**src/rtl/tts_pkg.sv**
```systemverilog
// Shared types and constants for the tick task scheduler core.
// No dependencies; used by tick_task_scheduler_core.
package tts_pkg;

	// Command codes (carried on s_tuser)
	localparam logic [2:0] CMD_TICK        = 3'd0;
	localparam logic [2:0] CMD_LOAD        = 3'd1;
	localparam logic [2:0] CMD_CLEAR_TASKS = 3'd2;
	localparam logic [2:0] CMD_CLEAR_FLAGS = 3'd3;
	localparam logic [2:0] CMD_SET_FLAGS   = 3'd4;

	// Radio modes
	localparam logic [2:0] MODE_FOREGROUND = 3'd0;
	localparam logic [2:0] MODE_TRANSMIT   = 3'd1;
	localparam logic [2:0] MODE_INCOMING   = 3'd3;
	localparam logic [2:0] MODE_RECEIVE    = 3'd4;
	localparam logic [2:0] MODE_POWER_SAVE = 3'd5;

	// Tone scan modes
	localparam logic [1:0] TONE_OFF      = 2'd0;
	localparam logic [1:0] TONE_SCANNING = 2'd1;

	// Task bit positions
	localparam int TASK_KEYS    = 0;
	localparam int TASK_IRQ     = 1;
	localparam int TASK_SCREEN  = 2;
	localparam int TASK_SCAN    = 3;
	localparam int TASK_FM      = 4;

	// Event flag bit positions
	localparam int FLAG_40MS    = 0;
	localparam int FLAG_500MS   = 1;
	localparam int FLAG_TXTO    = 2;
	localparam int FLAG_CDCSS   = 3;
	localparam int FLAG_CTCSS   = 4;
	localparam int FLAG_PSAVE   = 5;
	localparam int FLAG_SAVEEXP = 6;
	localparam int FLAG_DUALW   = 7;
	localparam int FLAG_SCANL   = 8;
	localparam int FLAG_TAIL    = 9;

	// Countdown indexes
	localparam int CD_TXTO  = 0;
	localparam int CD_CDCSS = 1;
	localparam int CD_CTCSS = 2;
	localparam int CD_SWAIT = 3;
	localparam int CD_SAVE  = 4;
	localparam int CD_DUALW = 5;
	localparam int CD_SCANP = 6;
	localparam int CD_TAIL  = 7;
	localparam int NUM_CD   = 8;

	localparam int TASK_W  = 5;
	localparam int FLAG_W  = 10;
	localparam int COUNT_W = 32;
	localparam int LOAD_W  = 16;
	localparam int IN_DATA_W  = 40;
	localparam int OUT_DATA_W = 48;

	// Phase counter wrap points
	localparam logic [4:0] MOD21_LAST = 5'd20;
	localparam logic [5:0] MOD50_LAST = 6'd49;

	typedef struct packed {
		logic [9:0]  bit_mask;
		logic [15:0] load_value;
		logic [2:0]  timer_index;
		logic [1:0]  tone_scan_mode;
		logic        scan_active;
		logic        display_request;
		logic [2:0]  radio_mode;
	} in_fields_t;

	typedef struct packed {
		logic [COUNT_W-1:0] tick_count;
		logic [FLAG_W-1:0]  event_flags;
		logic [TASK_W-1:0]  task_bits;
	} out_fields_t;

endpackage

```
**src/rtl/tick_task_scheduler_core.sv**
```systemverilog
// Tick task scheduler core: command stream in, scheduler state snapshot out.
// Depends on tts_pkg (types, command codes, bit positions).

// One result item is returned for every command item, showing the task bits,
// event flags and tick count after the command. An accepted item is held in
// an input register; short logic then updates the scheduler state and loads
// the output register, so the core takes one item per clock while the output
// register is empty or being drained, and offers each result on m_tvalid.
// Both stages advance while the output register is empty or being drained, so
// a waiting result leaves room for one item in the input stage. Commands on
// s_tuser: tick, load countdown, clear tasks, clear flags, set flags; other
// codes leave the state unchanged. The 21-tick scanner period and the 50-tick
// slow period run from their own phase counters. Countdowns are TIMER_WIDTH
// bits; load values are truncated or zero-extended to that width. The
// dual-watch enable register is written through cfg_valid/cfg_data, always ready.
module tick_task_scheduler_core #(
	parameter int TIMER_WIDTH = 16
) (
	input  logic                            clk,
	input  logic                            arst_n,
	// Configuration: dual-watch enable
	input  logic                            cfg_valid,
	output logic                            cfg_ready,
	input  logic                            cfg_data,
	// Command items
	input  logic                            s_tvalid,
	output logic                            s_tready,
	// radio_mode[2:0], display_request[3], scan_active[4], tone_scan_mode[6:5],
	// timer_index[9:7], load_value[25:10], bit_mask[35:26], zero pad [39:36]
	input  logic [tts_pkg::IN_DATA_W-1:0]   s_tdata,
	// command[2:0]
	input  logic [2:0]                      s_tuser,
	// Result items
	output logic                            m_tvalid,
	input  logic                            m_tready,
	// task_bits[4:0], event_flags[14:5], tick_count[46:15], zero pad [47]
	output logic [tts_pkg::OUT_DATA_W-1:0]  m_tdata
);

	localparam int IN_USED = $bits(tts_pkg::in_fields_t);

	// Input stage
	logic                 valid_s1;
	tts_pkg::in_fields_t  item_s1;
	logic [2:0]           cmd_s1;

	// Output register
	logic                 out_valid_q;
	tts_pkg::out_fields_t out_q;

	// Scheduler state
	logic                         dw_enable_q;
	logic [tts_pkg::COUNT_W-1:0]  tick_q;
	logic [4:0]                   mod21_q;
	logic [5:0]                   mod50_q;
	logic [tts_pkg::TASK_W-1:0]   tasks_q;
	logic [tts_pkg::FLAG_W-1:0]   flags_q;
	logic [TIMER_WIDTH-1:0]       cd_q [tts_pkg::NUM_CD];

	// Next state
	logic [tts_pkg::COUNT_W-1:0]  tick_d;
	logic [4:0]                   mod21_d;
	logic [5:0]                   mod50_d;
	logic [tts_pkg::TASK_W-1:0]   tasks_d;
	logic [tts_pkg::FLAG_W-1:0]   flags_d;
	logic [TIMER_WIDTH-1:0]       cd_d [tts_pkg::NUM_CD];

	logic                         is_tick;
	logic [tts_pkg::NUM_CD-1:0]   cd_en;
	logic [tts_pkg::NUM_CD-1:0]   cd_hit;
	logic [4:0]                   mod21_inc;
	logic [5:0]                   mod50_inc;
	logic                         mode_dw_ok;
	logic                         mode_scan_ok;
	logic                         advance;
	logic                         out_free;

	assign cfg_ready = 1'b1;

	// The output register can take a result when empty or being drained;
	// the input stage moves whenever it holds an item and that is true.
	assign out_free = !out_valid_q || m_tready;
	assign advance  = valid_s1 && out_free;
	assign s_tready = !valid_s1 || out_free;

	assign m_tvalid = out_valid_q;
	assign m_tdata  = {{(tts_pkg::OUT_DATA_W - $bits(tts_pkg::out_fields_t)){1'b0}}, out_q};

	// Phase counters and countdown gates
	always_comb begin
		is_tick   = (cmd_s1 == tts_pkg::CMD_TICK);
		mod21_inc = (mod21_q >= tts_pkg::MOD21_LAST) ? 5'd0 : mod21_q + 5'd1;
		mod50_inc = (mod50_q >= tts_pkg::MOD50_LAST) ? 6'd0 : mod50_q + 6'd1;

		mode_dw_ok = (item_s1.radio_mode == tts_pkg::MODE_FOREGROUND)
			|| (item_s1.radio_mode == tts_pkg::MODE_INCOMING)
			|| (item_s1.radio_mode == tts_pkg::MODE_POWER_SAVE);
		mode_scan_ok = mode_dw_ok || (item_s1.radio_mode == tts_pkg::MODE_RECEIVE);

		cd_en = '0;
		cd_en[tts_pkg::CD_TXTO]  = is_tick && (mod50_inc == 6'd0);
		cd_en[tts_pkg::CD_CDCSS] = is_tick;
		cd_en[tts_pkg::CD_CTCSS] = is_tick;
		cd_en[tts_pkg::CD_SWAIT] = is_tick
			&& (item_s1.radio_mode == tts_pkg::MODE_FOREGROUND);
		cd_en[tts_pkg::CD_SAVE]  = is_tick
			&& (item_s1.radio_mode == tts_pkg::MODE_POWER_SAVE);
		cd_en[tts_pkg::CD_DUALW] = is_tick && !item_s1.scan_active
			&& (item_s1.tone_scan_mode == tts_pkg::TONE_OFF) && dw_enable_q && mode_dw_ok;
		cd_en[tts_pkg::CD_SCANP] = is_tick && mode_scan_ok && (item_s1.scan_active
			|| (item_s1.tone_scan_mode == tts_pkg::TONE_SCANNING));
		cd_en[tts_pkg::CD_TAIL]  = is_tick;
	end

	// Countdown step: decrement when enabled and nonzero, hit on reaching zero
	always_comb begin
		for (int i = 0; i < tts_pkg::NUM_CD; i++) begin
			cd_hit[i] = cd_en[i] && (cd_q[i] == TIMER_WIDTH'(1));
			cd_d[i]   = cd_q[i];
			if (cd_en[i] && (cd_q[i] != '0)) begin
				cd_d[i] = cd_q[i] - TIMER_WIDTH'(1);
			end
		end
		// Load overrides; a load is never a tick so no step collides with it
		if (cmd_s1 == tts_pkg::CMD_LOAD) begin
			cd_d[item_s1.timer_index] = TIMER_WIDTH'(item_s1.load_value);
		end
	end

	// Tasks, flags and tick count
	always_comb begin
		tick_d  = tick_q;
		mod21_d = mod21_q;
		mod50_d = mod50_q;
		tasks_d = tasks_q;
		flags_d = flags_q;
		unique case (cmd_s1)
			tts_pkg::CMD_TICK: begin
				tick_d  = tick_q + 32'd1;
				mod21_d = mod21_inc;
				mod50_d = mod50_inc;
				tasks_d[tts_pkg::TASK_KEYS] = 1'b1;
				tasks_d[tts_pkg::TASK_IRQ]  = 1'b1;
				// Screen task is skipped only while transmitting with no display request
				if (item_s1.radio_mode != tts_pkg::MODE_TRANSMIT || item_s1.display_request) begin
					tasks_d[tts_pkg::TASK_SCREEN] = 1'b1;
				end
				if (tick_d[1:0] == 2'd0) begin
					flags_d[tts_pkg::FLAG_40MS] = 1'b1;
				end
				if (mod21_inc == 5'd0) begin
					tasks_d[tts_pkg::TASK_SCAN] = 1'b1;
				end
				if (mod50_inc == 6'd0) begin
					flags_d[tts_pkg::FLAG_500MS] = 1'b1;
					tasks_d[tts_pkg::TASK_FM]    = 1'b1;
				end
				if (cd_hit[tts_pkg::CD_TXTO]) begin
					flags_d[tts_pkg::FLAG_TXTO] = 1'b1;
				end
				// Tone-found expiry drops both tone flags; cdcss is checked first
				if (cd_hit[tts_pkg::CD_CDCSS] && flags_d[tts_pkg::FLAG_CDCSS]) begin
					flags_d[tts_pkg::FLAG_CDCSS] = 1'b0;
					flags_d[tts_pkg::FLAG_CTCSS] = 1'b0;
				end
				if (cd_hit[tts_pkg::CD_CTCSS] && flags_d[tts_pkg::FLAG_CTCSS]) begin
					flags_d[tts_pkg::FLAG_CDCSS] = 1'b0;
					flags_d[tts_pkg::FLAG_CTCSS] = 1'b0;
				end
				if (cd_hit[tts_pkg::CD_SWAIT]) flags_d[tts_pkg::FLAG_PSAVE]   = 1'b1;
				if (cd_hit[tts_pkg::CD_SAVE])  flags_d[tts_pkg::FLAG_SAVEEXP] = 1'b1;
				if (cd_hit[tts_pkg::CD_DUALW]) flags_d[tts_pkg::FLAG_DUALW]   = 1'b1;
				if (cd_hit[tts_pkg::CD_SCANP]) flags_d[tts_pkg::FLAG_SCANL]   = 1'b1;
				if (cd_hit[tts_pkg::CD_TAIL])  flags_d[tts_pkg::FLAG_TAIL]    = 1'b1;
			end
			tts_pkg::CMD_CLEAR_TASKS: begin
				tasks_d = tasks_q & ~item_s1.bit_mask[tts_pkg::TASK_W-1:0];
			end
			tts_pkg::CMD_CLEAR_FLAGS: begin
				flags_d = flags_q & ~item_s1.bit_mask;
			end
			tts_pkg::CMD_SET_FLAGS: begin
				flags_d = flags_q | item_s1.bit_mask;
			end
			default: begin
				// Load handled with the countdowns; unknown codes change nothing
			end
		endcase
	end

	// Input stage: capture whenever the stage is empty or moving on
	always_ff @(posedge clk or negedge arst_n) begin
		if (!arst_n) begin
			valid_s1 <= 1'b0;
		end else if (s_tready) begin
			valid_s1 <= s_tvalid;
		end
	end

	always_ff @(posedge clk) begin
		if (s_tready && s_tvalid) begin
			item_s1 <= tts_pkg::in_fields_t'(s_tdata[IN_USED-1:0]);
			cmd_s1  <= s_tuser;
		end
	end

	// Output register valid
	always_ff @(posedge clk or negedge arst_n) begin
		if (!arst_n) begin
			out_valid_q <= 1'b0;
		end else if (out_free) begin
			out_valid_q <= valid_s1;
		end
	end

	always_ff @(posedge clk) begin
		if (advance) begin
			out_q.task_bits   <= tasks_d;
			out_q.event_flags <= flags_d;
			out_q.tick_count  <= tick_d;
		end
	end

	// Scheduler state: commit on each item that moves to the output register
	always_ff @(posedge clk or negedge arst_n) begin
		if (!arst_n) begin
			dw_enable_q <= 1'b0;
			tick_q      <= '0;
			mod21_q     <= '0;
			mod50_q     <= '0;
			tasks_q     <= '0;
			flags_q     <= '0;
			for (int i = 0; i < tts_pkg::NUM_CD; i++) begin
				cd_q[i] <= '0;
			end
		end else begin
			if (cfg_valid && cfg_ready) begin
				dw_enable_q <= cfg_data;
			end
			if (advance) begin
				tick_q  <= tick_d;
				mod21_q <= mod21_d;
				mod50_q <= mod50_d;
				tasks_q <= tasks_d;
				flags_q <= flags_d;
				for (int i = 0; i < tts_pkg::NUM_CD; i++) begin
					cd_q[i] <= cd_d[i];
				end
			end
		end
	end

endmodule

```
**config.mk**
```make
export PLATFORM = sky130hd
export DESIGN_NAME = tick_task_scheduler_core
export DESIGN_NICKNAME = d
export VERILOG_FILES = /design/src/rtl/tts_pkg.sv /design/src/rtl/tick_task_scheduler_core.sv
export SDC_FILE = /design/constraint.sdc
export NUM_CORES = 1
export LEC_CHECK = 0
export BUFFER_PORTS_ARGS = -buffer_cell sky130_fd_sc_hd__buf_2
export CORE_MARGIN = 8
export CORE_UTILIZATION = 35
export CTS_CLUSTER_DIAMETER = 60
export CTS_CLUSTER_SIZE = 25
export DETAILED_ROUTE_END_ITERATION = 6
export MAX_ROUTING_LAYER = met4
export PLACE_DENSITY = 0.62
export SLEW_MARGIN = 25
export SYNTH_ARGS = -nofsm -noshare
export SYNTH_HDL_FRONTEND = slang
export SYNTH_SLANG_ARGS = --single-unit
```
**constraint.sdc**
```tcl
create_clock -name clk -period 2.9 [get_ports clk]
set_input_delay 0.435 -clock clk [delete_from_list [all_inputs] [get_ports clk]]
set_output_delay 0.435 -clock clk [all_outputs]
set_load 0.02 [all_outputs]
```
==> metrics <==
status=complete, but fails checks; failing checks=DRC; total track usage=0.176; Yosys warning total=0; FF-to-FF path depth=6; Top FF cell, synth=dfrtp_1; hold_sp=s_tdata[23]; Synth Instances=1639; DR vias=13234; Leak=6.95 nW; Async SR Flop Fraction=0.687; Crit Path Class=flip-flop to flip-flop; CTS root buffer=clkbuf_16; Yosys cell types=81; setup TNS=0 ps; area taken by multi-input logic gates=7240 µm²; Die W=224 µm; post-route cell area=17500 µm²; EDFF count, synth=86; DP Wirelength=30300 µm; core area=42900 µm²; placed cells=2284; RePlAce Congestion=0.922; routed wl met2=20500 µm; Met1 Wirelength=19500 µm; worst vdd ir=475 µV; Mapped Area=15100 µm²; RSZ-0062 raised after global routing=no; Post-DRT Antenna Nets=0; Synth top area share=0.312; H-tree depth=1; met3 routed WL=2840 µm; Reg area=7310 µm²; final WL=44300 µm; Worst Tran Pin Value=741 ps; final worst-path cycle share=0.902; Post-DP Area=16500 µm²; Syn Nets=1711; hold depth=1; most common cell in the netlist=dfrtp_1; CTS tree=yes; CP cell instances=or3_1 -> or4_4 -> nor3b_2 -> nand3_1 -> a21oi_1 -> a2bb2oi_1; # DRC=2; CP max FO=10; Worst Skew=21.2 ps; vias in the first global route=12548; worst hold endpoint=item_s1[23]; Reg-to-Reg End=cd_q[63]; CP max stage delay=590 ps; critical path endpoint category=flip-flop; fraction of layout cells with a size suffix above 1=0.145; Die H=224 µm; worst min path class=primary input to flip-flop; reg2reg start=cmd_s1[1]; global route overflow=0; Critical Path Start Type=flip-flop; nets=1805; Final Max Tran Viols=0; worst skew pair latency=590 ps; largest area contributor in the netlist=dfrtp_1; first-pass GRT wire length=69900 µm; antenna violations before repair=1; Max Cap Viol=0; vias per cell=5.65; DR iter-0 viols=1286; Slowest cell on crit path=or4_4; register area share after synthesis=0.483; Post-synth top cells=189 x dfrtp_1, 180 x nand2_1, 136 x nor2_1; number of setup violations in the final report=0; uppermost layer routed=met4; fmax=382 MHz; Buf/Inv on CP=0; # diodes=0; Crit path max-delay family=simple AND/OR/NAND/NOR gates; clock buffer count from CTS=29; IO Count=100; Hold Vio Cnt, Final=0; Critical Path RT=3400 ps; area added between synthesis and finish=15.8%; Die ar.=50200 µm²; Avg WL per Cell=18.9 µm; Util after Layout=0.409; CTS Buffer Depth=3; P per Cell Area=668 nW/µm²; critical path arrival=3120 ps; R2R Setup Slk=280 ps; fillcell total=4194; min Tclk post-route=2620 ps; Rel. slew slack=0.506; DRT Pass-1 Iters=7; Mean Syn Cell Area=9.24 µm²; top cells by area, synth=dfrtp_1 31%, edfxtp_1 17%, nand2_1 4.5%, a21oi_1 4.3%, nor2_1 3.4%; Sink Count=275; Starting Density=0.353; Worst-path clk slew=70 ps; Port Buf Inserts=93; # rows=76; Final Instance Count excl. Fillers=2341; Seq cells post-synth=275; largest net degree at the start of global routing=74
==> metrics by stage <==
| stage | worst slack, ps | total power [mW] | hold WS [ps] |
|---|---|---|---|
| after global placement | 349 | 7.86 | 460 |
| after global routing | 72.7 | 12.4 | 12.1 |
| final | 284 | 11.7 | 28.2 |
| after detailed placement | 295 | 7.96 | 470 |
| after CTS | 297 | 11.8 | 5.60 |
| after floorplan | 379 | 7.08 | 139 |
==> logic make-up (layout without fill, tap and decap cells) <==
| family | Yosys count | after routing | share of synthesized area |
|---|---|---|---|
| simple gates | 641 | 641 | 0.209 |
| other cells | 2 | 2 | 0.000496 |
| mux | 8 | 8 | 0.00578 |
| xor+xnor | 67 | 67 | 0.0387 |
| fa+ha+maj | 23 | 23 | 0.0190 |
| buf+inv | 154 | 271 | 0.0402 |
| compound gates | 469 | 469 | 0.204 |
| flops | 275 | 275 | 0.483 |
==> cell usage in the layout, fill, tap and decap left out, drive strengths merged, types with 16 or more instances in the layout <==
cell       n
nand4     21
a21oi    131
dfrtp    189
nor3      79
o22ai     43
or2       16
nor4      21
o22a      18
o21ai     86
a311oi    18
clkbuf    31
nor2     136
nand3     68
nand2    180
xnor2     37
a2bb2oi   35
inv       66
and3      16
or3       30
ha        23
buf      157
a31oi     17
xor2      30
edfxtp    86
==> final cells by class <==
cell class,instances,area share
clock buffer,30,0.0416
multi-input combinational,1210,0.413
clock inverter,24,0.0132
timing repair buffer,161,0.0616
tap,585,0.0417
inverter,56,0.0123
sequential,275,0.417
==> layer usage <==
metal / vias up / GRT usage
met5: - / -
met4: 0 / 0.0540
met3: 90 / 0.0250
met2: 447 / 0.281
met1: 6438 / 0.230
li1: 6259 / -
==> worst max-delay path by stage <==
stage,to,start,depth (start not counted)
floorplan,m_tdata[0],m_tvalid,6
global placement,cd_q[63],cmd_s1[1],6
detailed placement,cd_q[63],cmd_s1[1],6
CTS,cd_q[63],cmd_s1[1],6
global route,cd_q[12],cd_q[5],6
finish,cd_q[63],cmd_s1[1],6
==> flip-flops by register name, indices dropped and copies added, names as in the netlist, 3 cells and up <==
register  count
flags_q      10
m_tdata      47
item_s1      36
mod50_q       6
cmd_s1        3
mod21_q       5
tick_q       32
tasks_q       5
cd_q        128
==> report_power, final <==
part / switching [mW] / total, mW / leakage (nW) / internal [mW]
combinational: 1.52 / 2.55 / 3.23 / 1.03
sequential: 0.718 / 5.37 / 3.25 / 4.65
clock: 1.80 / 3.80 / 0.466 / 2.00
==> repair_timing <==
| action | in CTS | in global routing |
|---|---|---|
| setup buffers | 0 | 0 |
| gates resized for setup | 0 | 0 |
| endpoints found under the setup margin | 0 | 0 |
| hold buffers | 3 | 0 |
| endpoints found under the hold margin | 72 | 0 |
No activity file was read; power rests on OpenSTA's default activity.
